--- config.mk ---
export PLATFORM = sky130hd
export DESIGN_NAME = date_period_day_count_core
export DESIGN_NICKNAME = d
export VERILOG_FILES = /design/src/design/dpdc_pkg.sv /design/src/design/dpdc_ctrl.sv /design/src/design/dpdc_dp.sv /design/src/design/date_period_day_count_core.sv
export SDC_FILE = /design/constraint.sdc
export NUM_CORES = 1
export LEC_CHECK = 0
export ABC_CLOCK_PERIOD_IN_PS = 20100
export BUFFER_PORTS_ARGS = -buffer_cell sky130_fd_sc_hd__buf_4
export CORE_ASPECT_RATIO = 1.1
export CORE_UTILIZATION = 25
export DETAILED_ROUTE_END_ITERATION = 7
export PLACE_DENSITY_LB_ADDON = 0.1
export REMOVE_ABC_BUFFERS = 1
export SETUP_SLACK_MARGIN = 0.02
export SYNTH_ARGS = -nofsm -noshare
export SYNTH_HDL_FRONTEND = slang
export SYNTH_SLANG_ARGS = --single-unit
--- constraint.sdc ---
create_clock -name clk -period 20.1 [get_ports clk]
set_input_delay 4.02 -clock clk [delete_from_list [all_inputs] [get_ports clk]]
set_output_delay 4.02 -clock clk [all_outputs]
set_load 0.01 [all_outputs]
--- src/design/dpdc_pkg.sv ---
package dpdc_pkg;

  // Field widths of the two channels.
  localparam int DAY_W   = 5;
  localparam int MONTH_W = 4;
  localparam int YEAR_W  = 14;
  localparam int COUNT_W = 22;

  // Offset year: year plus 400, so that year zero is handled by the same rule.
  localparam int YY_W = YEAR_W + 1;
  localparam logic [YY_W-1:0] YEAR_OFS = 15'd400;

  // Day number width (365 * 16783 plus leap and month terms stays below 2^23).
  localparam int DN_W = 23;

  // floor(x / 100) as (x * RECIP_100) >> RECIP_SHIFT; exact for x below 43690.
  localparam logic [YY_W-1:0] RECIP_100   = 15'd20972;
  localparam int              RECIP_SHIFT = 21;
  localparam int              PROD_W      = 2 * YY_W;
  localparam int              Q100_W      = 8;
  localparam int              Q400_W      = Q100_W - 2;

  localparam logic [COUNT_W-1:0] COUNT_MAX = 22'h3FFFFF;

  // Controller states, one-hot.
  typedef enum logic [8:0] {
    S_IDLE   = 9'b000000001,
    S_MUL_S  = 9'b000000010,
    S_LEAP_S = 9'b000000100,
    S_SUM_S  = 9'b000001000,
    S_MUL_E  = 9'b000010000,
    S_LEAP_E = 9'b000100000,
    S_SUM_E  = 9'b001000000,
    S_DIFF   = 9'b010000000,
    S_FIN    = 9'b100000000
  } state_t;

  // Commands from the controller to the datapath.
  typedef struct packed {
    logic load_in;
    logic sel_end;
    logic do_mul;
    logic do_leap;
    logic do_sum;
    logic do_diff;
    logic load_out;
  } cmd_t;

  // Status from the datapath to the controller.
  typedef struct packed {
    logic out_free;
  } sts_t;

  // Length of a month; zero for a month outside January to December.
  function automatic logic [DAY_W-1:0] month_len(input logic [MONTH_W-1:0] m,
                                                 input logic leap);
    logic [DAY_W-1:0] len;
    unique case (m)
      4'd1, 4'd3, 4'd5, 4'd7, 4'd8, 4'd10, 4'd12: len = 5'd31;
      4'd4, 4'd6, 4'd9, 4'd11:                     len = 5'd30;
      4'd2:                                        len = leap ? 5'd29 : 5'd28;
      default:                                     len = 5'd0;
    endcase
    return len;
  endfunction

  // Days in the months before month m of the same year.
  function automatic logic [8:0] days_before(input logic [MONTH_W-1:0] m,
                                             input logic leap);
    logic [8:0] n;
    logic [8:0] lp;
    lp = {8'd0, leap};
    unique case (m)
      4'd1:    n = 9'd0;
      4'd2:    n = 9'd31;
      4'd3:    n = 9'd59 + lp;
      4'd4:    n = 9'd90 + lp;
      4'd5:    n = 9'd120 + lp;
      4'd6:    n = 9'd151 + lp;
      4'd7:    n = 9'd181 + lp;
      4'd8:    n = 9'd212 + lp;
      4'd9:    n = 9'd243 + lp;
      4'd10:   n = 9'd273 + lp;
      4'd11:   n = 9'd304 + lp;
      4'd12:   n = 9'd334 + lp;
      default: n = 9'd0;
    endcase
    return n;
  endfunction

endpackage

--- src/design/dpdc_ctrl.sv ---
module dpdc_ctrl
  import dpdc_pkg::*;
(
  input  logic clk,
  input  logic rst_n,
  input  logic in_valid,
  output logic in_stall,
  input  sts_t sts,
  output cmd_t cmd
);

  state_t state_r, state_nxt;

  // State register.
  always_ff @(posedge clk) begin
    if (!rst_n) begin
      state_r <= S_IDLE;
    end else begin
      state_r <= state_nxt;
    end
  end

  // Next state and commands: start date, then end date, then the difference.
  always_comb begin
    state_nxt = state_r;
    cmd       = '0;
    unique case (state_r)
      S_IDLE: begin
        if (in_valid) begin
          cmd.load_in = 1'b1;
          state_nxt   = S_MUL_S;
        end
      end
      S_MUL_S: begin
        cmd.do_mul = 1'b1;
        state_nxt  = S_LEAP_S;
      end
      S_LEAP_S: begin
        cmd.do_leap = 1'b1;
        state_nxt   = S_SUM_S;
      end
      S_SUM_S: begin
        cmd.do_sum = 1'b1;
        state_nxt  = S_MUL_E;
      end
      S_MUL_E: begin
        cmd.sel_end = 1'b1;
        cmd.do_mul  = 1'b1;
        state_nxt   = S_LEAP_E;
      end
      S_LEAP_E: begin
        cmd.sel_end = 1'b1;
        cmd.do_leap = 1'b1;
        state_nxt   = S_SUM_E;
      end
      S_SUM_E: begin
        cmd.sel_end = 1'b1;
        cmd.do_sum  = 1'b1;
        state_nxt   = S_DIFF;
      end
      S_DIFF: begin
        cmd.do_diff = 1'b1;
        state_nxt   = S_FIN;
      end
      S_FIN: begin
        // Hand the result over once the output register is free.
        if (sts.out_free) begin
          cmd.load_out = 1'b1;
          state_nxt    = S_IDLE;
        end
      end
      default: begin
        state_nxt = S_IDLE;
      end
    endcase
  end

  assign in_stall = (state_r != S_IDLE);

endmodule

--- src/design/dpdc_dp.sv ---
module dpdc_dp
  import dpdc_pkg::*;
(
  input  logic               clk,
  input  logic               rst_n,
  input  cmd_t               cmd,
  output sts_t               sts,
  input  logic [DAY_W-1:0]   in_start_day,
  input  logic [MONTH_W-1:0] in_start_month,
  input  logic [YEAR_W-1:0]  in_start_year,
  input  logic [DAY_W-1:0]   in_end_day,
  input  logic [MONTH_W-1:0] in_end_month,
  input  logic [YEAR_W-1:0]  in_end_year,
  input  logic               in_include_end,
  output logic               out_valid,
  input  logic               out_stall,
  output logic [COUNT_W-1:0] out_day_count,
  output logic               out_bad_date
);

  // Captured request.
  logic [DAY_W-1:0]   sd_r, ed_r;
  logic [MONTH_W-1:0] sm_r, em_r;
  logic [YEAR_W-1:0]  sy_r, ey_r;
  logic               inc_r;

  // Working registers.
  logic [PROD_W-1:0]  prod_r;
  logic [YY_W-1:0]    yy_r;
  logic               leap_r;
  logic [Q100_W-1:0]  c100_r;
  logic [Q400_W-1:0]  c400_r;
  logic [DN_W-1:0]    yb_r;
  logic [DN_W-1:0]    a_r, b_r;
  logic               bad_r;
  logic [COUNT_W-1:0] cnt_r;

  // Output register.
  logic               out_valid_r;
  logic [COUNT_W-1:0] out_day_count_r;
  logic               out_bad_date_r;

  logic [DAY_W-1:0]   cur_d;
  logic [MONTH_W-1:0] cur_m;
  logic [YEAR_W-1:0]  cur_y;
  logic [YY_W-1:0]    yy;
  logic [Q100_W-1:0]  f100;
  logic               div100, div4, div400, leap;
  logic [YY_W-1:0]    c4_sum;
  logic [DN_W-1:0]    yr365;
  logic [DAY_W-1:0]   len;
  logic               bad_now;
  logic [DN_W-1:0]    dn;
  logic [DN_W-1:0]    diff;
  logic [DN_W:0]      total;

  // Pick the date being worked on.
  assign cur_d = cmd.sel_end ? ed_r : sd_r;
  assign cur_m = cmd.sel_end ? em_r : sm_r;
  assign cur_y = cmd.sel_end ? ey_r : sy_r;
  assign yy    = YY_W'(cur_y) + YEAR_OFS;

  // Leap rule and the ceiling quotients by 4, 100 and 400 of the offset year.
  assign f100   = prod_r[RECIP_SHIFT +: Q100_W];
  assign div100 = ((YY_W'(f100) * YY_W'(100)) == yy_r);
  assign div4   = (yy_r[1:0] == 2'b00);
  assign div400 = div100 && (f100[1:0] == 2'b00);
  assign leap   = div4 && (!div100 || div400);
  assign c4_sum = yy_r + YY_W'(3);
  assign yr365  = DN_W'(yy_r) * DN_W'(365);

  // Day number of the date and its validity.
  assign len     = month_len(cur_m, leap_r);
  assign bad_now = (len == '0) || (cur_d == '0) || (cur_d > len);
  assign dn      = yb_r - DN_W'(c100_r) + DN_W'(c400_r)
                   + DN_W'(days_before(cur_m, leap_r)) + DN_W'(cur_d);

  // Distance, include flag and saturation.
  assign diff  = (a_r < b_r) ? (b_r - a_r) : '0;
  assign total = (DN_W+1)'(diff) + (DN_W+1)'(inc_r);

  always_ff @(posedge clk) begin
    if (cmd.load_in) begin
      sd_r  <= in_start_day;
      sm_r  <= in_start_month;
      sy_r  <= in_start_year;
      ed_r  <= in_end_day;
      em_r  <= in_end_month;
      ey_r  <= in_end_year;
      inc_r <= in_include_end;
    end
    if (cmd.do_mul) begin
      prod_r <= PROD_W'(yy) * PROD_W'(RECIP_100);
      yy_r   <= yy;
    end
    if (cmd.do_leap) begin
      leap_r <= leap;
      c100_r <= f100 + Q100_W'(!div100);
      c400_r <= f100[Q100_W-1:2] + Q400_W'(!div400);
      yb_r   <= yr365 + DN_W'(c4_sum[YY_W-1:2]);
    end
    if (cmd.do_sum) begin
      if (cmd.sel_end) begin
        b_r   <= dn;
        bad_r <= bad_r | bad_now;
      end else begin
        a_r   <= dn;
        bad_r <= bad_now;
      end
    end
    if (cmd.do_diff) begin
      cnt_r <= (total[DN_W:COUNT_W] != '0) ? COUNT_MAX : total[COUNT_W-1:0];
    end
    if (cmd.load_out) begin
      out_day_count_r <= bad_r ? '0 : cnt_r;
      out_bad_date_r  <= bad_r;
    end
  end

  // Output valid: set on a new result, cleared when the result is taken.
  always_ff @(posedge clk) begin
    if (!rst_n) begin
      out_valid_r <= 1'b0;
    end else if (cmd.load_out) begin
      out_valid_r <= 1'b1;
    end else if (!out_stall) begin
      out_valid_r <= 1'b0;
    end
  end

  assign sts.out_free  = !out_valid_r || !out_stall;
  assign out_valid     = out_valid_r;
  assign out_day_count = out_day_count_r;
  assign out_bad_date  = out_bad_date_r;

endmodule

--- src/design/date_period_day_count_core.sv ---
// Day count between two Gregorian dates.
// A request on the in_ channel carries a start date, an end date and the
// include_end flag; it is taken at a clock edge where in_valid is high and
// in_stall is low. The result on the out_ channel is the number of days from
// start to end (zero when start is not before end), plus one when include_end
// is set, saturated to 22 bits. A day or month that is impossible sets
// out_bad_date and forces out_day_count to zero.
// Each date is turned into a day number in three steps on one datapath: a
// reciprocal multiply for the year divided by 100, the leap rule with the
// year terms, and the month and day sum. The start date, the end date and
// the final difference are worked out in turn, then the result is handed over
// to the output register and shown on out_valid; a new request is taken only
// once the controller is back in idle.
// in_stall is high while a request is in work. A finished result sits in the
// output register; the next request is accepted while it waits, and work on
// it stops before the hand-over until the receiver lowers out_stall.
// Reset (rst_n low, synchronous) returns the controller to idle and drops
// out_valid; no request in work survives it.
module date_period_day_count_core
  import dpdc_pkg::*;
(
  input  logic               clk,
  input  logic               rst_n,
  input  logic               in_valid,
  output logic               in_stall,
  input  logic [DAY_W-1:0]   in_start_day,
  input  logic [MONTH_W-1:0] in_start_month,
  input  logic [YEAR_W-1:0]  in_start_year,
  input  logic [DAY_W-1:0]   in_end_day,
  input  logic [MONTH_W-1:0] in_end_month,
  input  logic [YEAR_W-1:0]  in_end_year,
  input  logic               in_include_end,
  output logic               out_valid,
  input  logic               out_stall,
  output logic [COUNT_W-1:0] out_day_count,
  output logic               out_bad_date
);

  cmd_t cmd;
  sts_t sts;

  dpdc_ctrl u_ctrl (
    .clk      (clk),
    .rst_n    (rst_n),
    .in_valid (in_valid),
    .in_stall (in_stall),
    .sts      (sts),
    .cmd      (cmd)
  );

  dpdc_dp u_dp (
    .clk            (clk),
    .rst_n          (rst_n),
    .cmd            (cmd),
    .sts            (sts),
    .in_start_day   (in_start_day),
    .in_start_month (in_start_month),
    .in_start_year  (in_start_year),
    .in_end_day     (in_end_day),
    .in_end_month   (in_end_month),
    .in_end_year    (in_end_year),
    .in_include_end (in_include_end),
    .out_valid      (out_valid),
    .out_stall      (out_stall),
    .out_day_count  (out_day_count),
    .out_bad_date   (out_bad_date)
  );

endmodule
==> flow_summary_export.csv, run 1 <==
group,metric,value,unit
synthesis,synth_edf_count,200,
placed_design,placed_area,20930,sq um
final_layout,drive_above_1_share,0.08733,
route,vias_per_cell,4.180,
timing,fmax,112.9,MHz
cts,hold_buffers,0,
grt,grt_usage,0.1092,
route,drc_errors,0,
synthesis,ys.flop_type,"edfxtp_1",
setup_path,reg2reg_from,"u_ctrl.state_r[0]",
grt,antenna_found_initial,0,
floorplanning,rows,105,
grt,overflow,0,
final_layout,seq_area,6206,sq um
run,drv_cap,0,
route,final_antenna_net_count,0,
hold_path,hold_class,"reg -> reg",
final_layout,final_common_cell,"inv_1",
grt,first_global_vias,12982,
synthesis,yosysSeqAreaShare,0.3250,
timing,maxSlewViolCount,0,
cts,cts.sinks,210,
setup_path,start_kind,"register",
floorplanning,ioPinCount,76,
route,num_vias,12096,
grt,grt_max_degree,49,
hold_path,holdCritStartpoint,"u_ctrl.state_r[1]",
timing,hold_viol,0,
pwr,powerDensity,125.1,nW/um^2
synthesis,ys_warn_count,0,
final_layout,final_cell_mix,"inv_1, ha_1, edfxtp_1, fa_1, xnor2_1",
timing,fin_tns_setup,0,ps
placed_design,portBuffers,75,
timing,period_needed,8858,ps
synthesis,netlist_area,19090,sq um
pwr,switching_share,0.4181,
floorplanning,die_w,265.5,um
timing,finalClockSkew,27.84,ps
cts,clk_latency,580,ps
synthesis,synth_cell_type_count,81,
timing,slew_headroom,0.1907,
timing,min_period_over_period,0.4407,
setup_path,cp_max_fo,39,
setup_path,regToRegSetupSlack,11240,ps
synthesis,async_flop_share,0,
pwr,leakage,0.009689,uW
setup_path,cpMaxStageDelayCell,"xnor2_1",
timing,rsz0062_at_grt,"false",
final_layout,multi_input_area,11590,sq um
pwr,seqPwrFrac,0.211,
synthesis,syn_avg_cell_area,10.83,sq um
route,drt_iter0_markers,315,
cts,root_buffer,"clkbuf_16",
final_layout,nFillCells,7850,
pwr,switchingPower,1145,uW
cts,cts_buffer_depth,3,
cts,cts_tree,"done",
placed_design,place.gp.congestion,0.7965,
hold_path,hold_depth,1,
final_layout,antenna_cells,0,
floorplanning,core_area,75150,sq um
cts,clk_pin_slew,60,ps
final_layout,fin_area,21880,sq um
floorplanning,die_h,291.9,um
synthesis,ys_seq_elements,210,
grt,grt_pass1_wl,67.48,mm
cts,numCtsBuffers,28,
pwr,clkPwrFrac,0.188,
hold_path,min_to,"u_ctrl.state_r[3]",
setup_path,arrival,9160,ps
setup_path,worstSetupPathType,"reg -> reg",
setup_path,required,20410,ps
cts,htreeDepth,1,
placed_design,dpl.hpwl,35.07,mm
pwr,vdd_drop_max,0.1989,mV
timing,setup_viol,0,
setup_path,reg2regPathDepth,32,
route,firstDrtPassIters,5,
final_layout,final_nets,2331,
pwr,p_int,1593,uW
setup_path,end_kind,"register",
setup_path,crit_top_cell,"inv_1",
floorplanning,start_util,0.2541,
timing,tightest_slew,1180,ps
cts,cts_setup_buffers,0,
floorplanning,dieArea,77490,sq um
setup_path,max_stage_delay,850,ps
status,outcome,"finished, final reports clean",
pwr,total_power,2738,uW
setup_path,worst_r2r_endpoint,"u_dp.prod_r[28]",
cts,cts_resized,0,
synthesis,synthCells,1763,
final_layout,area_delta_synth_final,14.59,%
route,wl_per_cell,14.39,um
route,wl,41.63,mm
pwr,combPwrFrac,0.601,
## Yosys cell counts, types with 4 or more instances
master / n / share of area
a31oi_1: 9 / 0.0029
ha_1: 287 / 0.19
o31ai_1: 9 / 0.0035
a21o_1: 31 / 0.012
nand3_1: 35 / 0.0092
nand3b_1: 8 / 0.0031
o211ai_1: 8 / 0.0031
dfxtp_1: 10 / 0.010
a211oi_1: 10 / 0.0039
fa_1: 137 / 0.14
o21ai_2: 6 / 0.0028
o22ai_1: 4 / 0.0013
nor2b_1: 32 / 0.010
o21bai_1: 15 / 0.0059
nor3_1: 25 / 0.0066
clkbuf_1: 9 / 0.0018
mux2i_1: 20 / 0.010
buf_2: 6 / 0.0016
o21a_1: 19 / 0.0075
xnor2_1: 108 / 0.050
mux2_2: 9 / 0.0053
edfxtp_1: 200 / 0.31
or3_1: 14 / 0.0046
inv_1: 327 / 0.064
nand2_1: 56 / 0.011
a2111oi_0: 4 / 0.0018
and2_1: 9 / 0.0029
nand4_1: 15 / 0.0049
o21ai_0: 50 / 0.013
nor4_1: 7 / 0.0023
a211o_1: 4 / 0.0018
xor2_1: 48 / 0.022
nor2_1: 82 / 0.016
and3_1: 15 / 0.0049
nand2b_1: 12 / 0.0039
a21oi_1: 60 / 0.016
## critical path, delay by kind of cell (launching register included)
kind	cells	cell delay (ps)
compound gates	9	1960
xor+xnor	3	1120
fa+ha+maj	7	2510
buf+inv	7	1250
flops	1	320
mux	1	520
simple gates	5	820
## registers in the layout (all words and copies together) (netlist names)
name,flops
u_ctrl.state_r,9
u_dp.a_r,23
u_dp.b_r,23
u_dp.bad_r,1
u_dp.c100_r,8
u_dp.c400_r,6
u_dp.cnt_r,22
u_dp.ed_r,5
u_dp.em_r,4
u_dp.ey_r,14
u_dp.inc_r,1
u_dp.leap_r,1
u_dp.out_bad_date,1
u_dp.out_day_count,22
u_dp.out_valid,1
u_dp.prod_r,8
u_dp.sd_r,5
u_dp.sm_r,4
u_dp.sy_r,14
u_dp.yb_r,23
u_dp.yy_r,15
## cell families after synthesis
| group | after synthesis | synth area share |
|---|---|---|
| and+or+nand+nor | 328 | 0.08905 |
| muxes | 30 | 0.01651 |
| xor gates and xnor gates | 156 | 0.07155 |
| buffers and inverters | 348 | 0.07011 |
| AOI/OAI and AO/OA | 266 | 0.09587 |
| other | 1 | 0.0001964 |
| adders and majority gates | 424 | 0.3317 |
| DFF | 210 | 0.3250 |
## power by group through the flow
stage	logic, uW	registers (uW)	clock network, uW
floorplan	1260	579	0
global placement	1710	587	0
detailed placement	1690	587	0
CTS	1720	578	537
global route	1970	579	550
finish	1650	577	515
## final cells by class
cell class | instances | area share
inverter | 327 | 0.05610
tap | 1016 | 0.05810
multi-input combinational | 1205 | 0.5297
clock buffer | 35 | 0.03322
clock inverter | 17 | 0.01041
sequential | 210 | 0.2836
timing repair buffer | 84 | 0.02882
## routing by layer
layer / track usage / vias up / share of wire
li1: - / 6230 / -
met1: 0.1229 / 5705 / 0.42
met2: 0.2098 / 107 / 0.53
met3: 0.01459 / 54 / 0.025
met4: 0.03327 / 0 / 0.027
met5: 0 / - / 0
## how the worst max path moves through the flow
stage	start	endpoint	slack (ps)
after floorplan	u_ctrl.state_r[6]	u_dp.prod_r[28]	9450
after global placement	u_ctrl.state_r[6]	u_dp.prod_r[28]	11290
after detailed placement	u_ctrl.state_r[0]	u_dp.prod_r[28]	11210
after CTS	u_ctrl.state_r[0]	u_dp.prod_r[28]	11140
after global routing	u_ctrl.state_r[6]	u_dp.prod_r[28]	10450
final	u_ctrl.state_r[0]	u_dp.prod_r[28]	11240
## per-stage QoR
step,std cells,worst slack [ps],hold slack (ps),utilization
floorplan,1742,9451,476.9,-
global placement,2842,11290,498.7,0.2785
detailed placement,2842,11210,513.4,0.2785
CTS,2894,11140,513.9,0.2912
global route,2894,10450,543.4,0.2912
finish,2894,11240,515.8,0.2912
Power figures use the tool's default switching activity.
==> inputs of run 2 (changes only) <==
--- a/config.mk
+++ b/config.mk
@@ -5,7 +5,7 @@
 export SDC_FILE = /design/constraint.sdc
 export NUM_CORES = 1
 export LEC_CHECK = 0
-export ABC_CLOCK_PERIOD_IN_PS = 20100
+export ABC_CLOCK_PERIOD_IN_PS = 8900
 export BUFFER_PORTS_ARGS = -buffer_cell sky130_fd_sc_hd__buf_4
 export CORE_ASPECT_RATIO = 1.1
 export CORE_UTILIZATION = 25
==> constraint.sdc (replaced) <==
create_clock -name clk -period 8.9 [get_ports clk]
set_input_delay 1.78 -clock clk [delete_from_list [all_inputs] [get_ports clk]]
set_output_delay 1.78 -clock clk [all_outputs]
set_load 0.01 [all_outputs]
==> run 2 against run 1 <==
  * Combinational power rose by 130%
  * Setup slack lost 11000 ps
  * Wire length grew 1.6%
  * Clock skew shrank 6.1 ps
  * Via count increased by 1.4%
  * Count of clock-buffer cells in the layout is 4 lower
  * Final cell count increased by 0.17%
  * Clock power increased by 120%
  * Critical endpoint unchanged
==> flow_summary_export.csv, run 2 (same netlist as run 1, synthesis figures left out) <==
group,metric,value,unit
status,outcome,"finished, final reports clean",
hold_path,min_to,"u_ctrl.state_r[3]",
route,vias_per_cell,4.230,
timing,rsz0062_at_grt,"false",
setup_path,regToRegSetupSlack,640,ps
route,wl_per_cell,14.59,um
cts,htreeDepth,1,
cts,root_buffer,"clkbuf_16",
setup_path,end_kind,"register",
placed_design,place.gp.congestion,0.8047,
setup_path,start_kind,"register",
timing,finalClockSkew,21.73,ps
cts,clk_latency,560,ps
setup_path,reg2regPathDepth,32,
final_layout,final_common_cell,"inv_1",
hold_path,hold_depth,1,
setup_path,required,9190,ps
timing,tightest_slew,931.4,ps
final_layout,final_nets,2338,
route,highest_layer,"met4",
final_layout,utilization,0.2913,
floorplanning,dieArea,77490,sq um
placed_design,dpl.hpwl,35.60,mm
final_layout,area_delta_synth_final,14.63,%
floorplanning,die_w,265.5,um
grt,overflow,0,
floorplanning,start_util,0.2541,
route,final_antenna_net_count,0,
final_layout,reg_top3,"u_dp.a_r (23), u_dp.b_r (23), u_dp.yb_r (23)",
timing,fmax,121.1,MHz
route,num_vias,12263,
timing,setup_slack,641.8,ps
route,dr_wl_met2,22.74,mm
cts,cts.sinks,210,
timing,worst_hold_slack,522.5,ps
floorplanning,die_h,291.9,um
final_layout,final_cell_mix,"inv_1, ha_1, edfxtp_1, fa_1, xnor2_1",
floorplanning,ioPinCount,76,
route,drc_errors,0,
timing,hold_viol,0,
hold_path,holdCritStartpoint,"u_ctrl.state_r[1]",
route,wl,42.30,mm
timing,maxSlewViolCount,0,
route,wl_met1,17.54,mm
grt,grt_pass1_wl,67.76,mm
pwr,leakage,0.009722,uW
grt,grt_usage,0.1101,
setup_path,cpMaxStageDelayCell,"fa_1",
pwr,vdd_drop_max,0.5150,mV
floorplanning,core_area,75150,sq um
cts,cts_tree,"done",
setup_path,crit_path_start,"u_ctrl.state_r[0]",
grt,grt_max_degree,49,
setup_path,worst_r2r_endpoint,"u_dp.prod_r[28]",
final_layout,antenna_cells,0,
setup_path,arrival,8550,ps
route,routed-wl-met3,1.096,mm
cts,numCtsBuffers,27,
placed_design,place_ws,352.3,ps
setup_path,reg2reg_from,"u_ctrl.state_r[0]",
setup_path,worstSetupPathType,"reg -> reg",
placed_design,portBuffers,75,
setup_path,max_stage_delay,540,ps
cts,cts_buffer_depth,3,
route,firstDrtPassIters,5,
timing,slew_headroom,0.3784,
setup_path,cp_max_fo,17,
timing,min_period_over_period,0.9279,
grt,antenna_found_initial,0,
cts,clk_pin_slew,60,ps
route,drt_iter0_markers,396,
timing,setup_viol,0,
run,drv_cap,0,
final_layout,drive_above_1_share,0.09187,
timing,period_needed,8258,ps
pwr,powerDensity,280.4,nW/um^2
floorplanning,rows,105,
hold_path,hold_class,"reg -> reg",
grt,first_global_vias,12924,
run 2: layer usage:
metal / track usage / up-vias
li1: - / 6257
met1: 0.1263 / 5838
met2: 0.2121 / 122
met3: 0.01214 / 46
met4: 0.03031 / 0
met5: 0 / -
run 2: final cells by class:
type | instances | area, sq um
Fill cell | 7866 | 53260
Multi-Input combinational cell | 1205 | 11600
Sequential cell | 210 | 6206
Tap cell | 1016 | 1271
Inverter | 327 | 1227
Clock buffer | 31 | 690.7
Timing Repair Buffer | 92 | 690.7
Clock inverter | 18 | 202.7
run 2: worst max-delay path by stage:
stage,end,slack [ps],cells after the start
2_1_floorplan,u_dp.prod_r[28],-1750,31
3_3_place_gp,u_dp.prod_r[28],390,30
3_5_place_dp,u_dp.prod_r[28],350,30
4_1_cts,u_dp.prod_r[28],290,30
5_1_grt,u_dp.prod_r[28],40,32
6_report,u_dp.prod_r[28],640,32
run 2: what timing repair did:
| action | in CTS | in global routing |
|---|---|---|
| buffers inserted | 0 | 0 |
| setup endpoints to repair | 0 | 3 |
| gates resized for setup | 0 | 3 |
| hold buffers | 0 | 0 |
run 2: power breakdown:
| part | switching, uW | total (uW) | internal (uW) | leakage [uW] |
|---|---|---|---|---|
| sequential | 40.8 | 1300 | 1260 | 0.00191 |
| combinational | 2100 | 3720 | 1620 | 0.00738 |
| clock | 439 | 1110 | 672 | 0.000434 |
run 2: worst max-delay path: cells and delay by family (launching register included):
family / cells / cell delay, ps
fa+ha+maj: 7 / 2660
xor+xnor: 3 / 360
compound gates: 9 / 2050
mux: 2 / 800
buf+inv: 6 / 940
simple gates: 5 / 840
flops: 1 / 310
run 2: per-stage QoR:
stage	std cells	power, uW	instance area, sq um	TNS [ps]
after floorplan	1742	4164	18980	-15230
after global placement	2850	5147	20990	0
after detailed placement	2850	5129	20990	0
after CTS	2899	6321	21880	0
after global routing	2899	6951	21890	0
final	2899	6137	21890	0
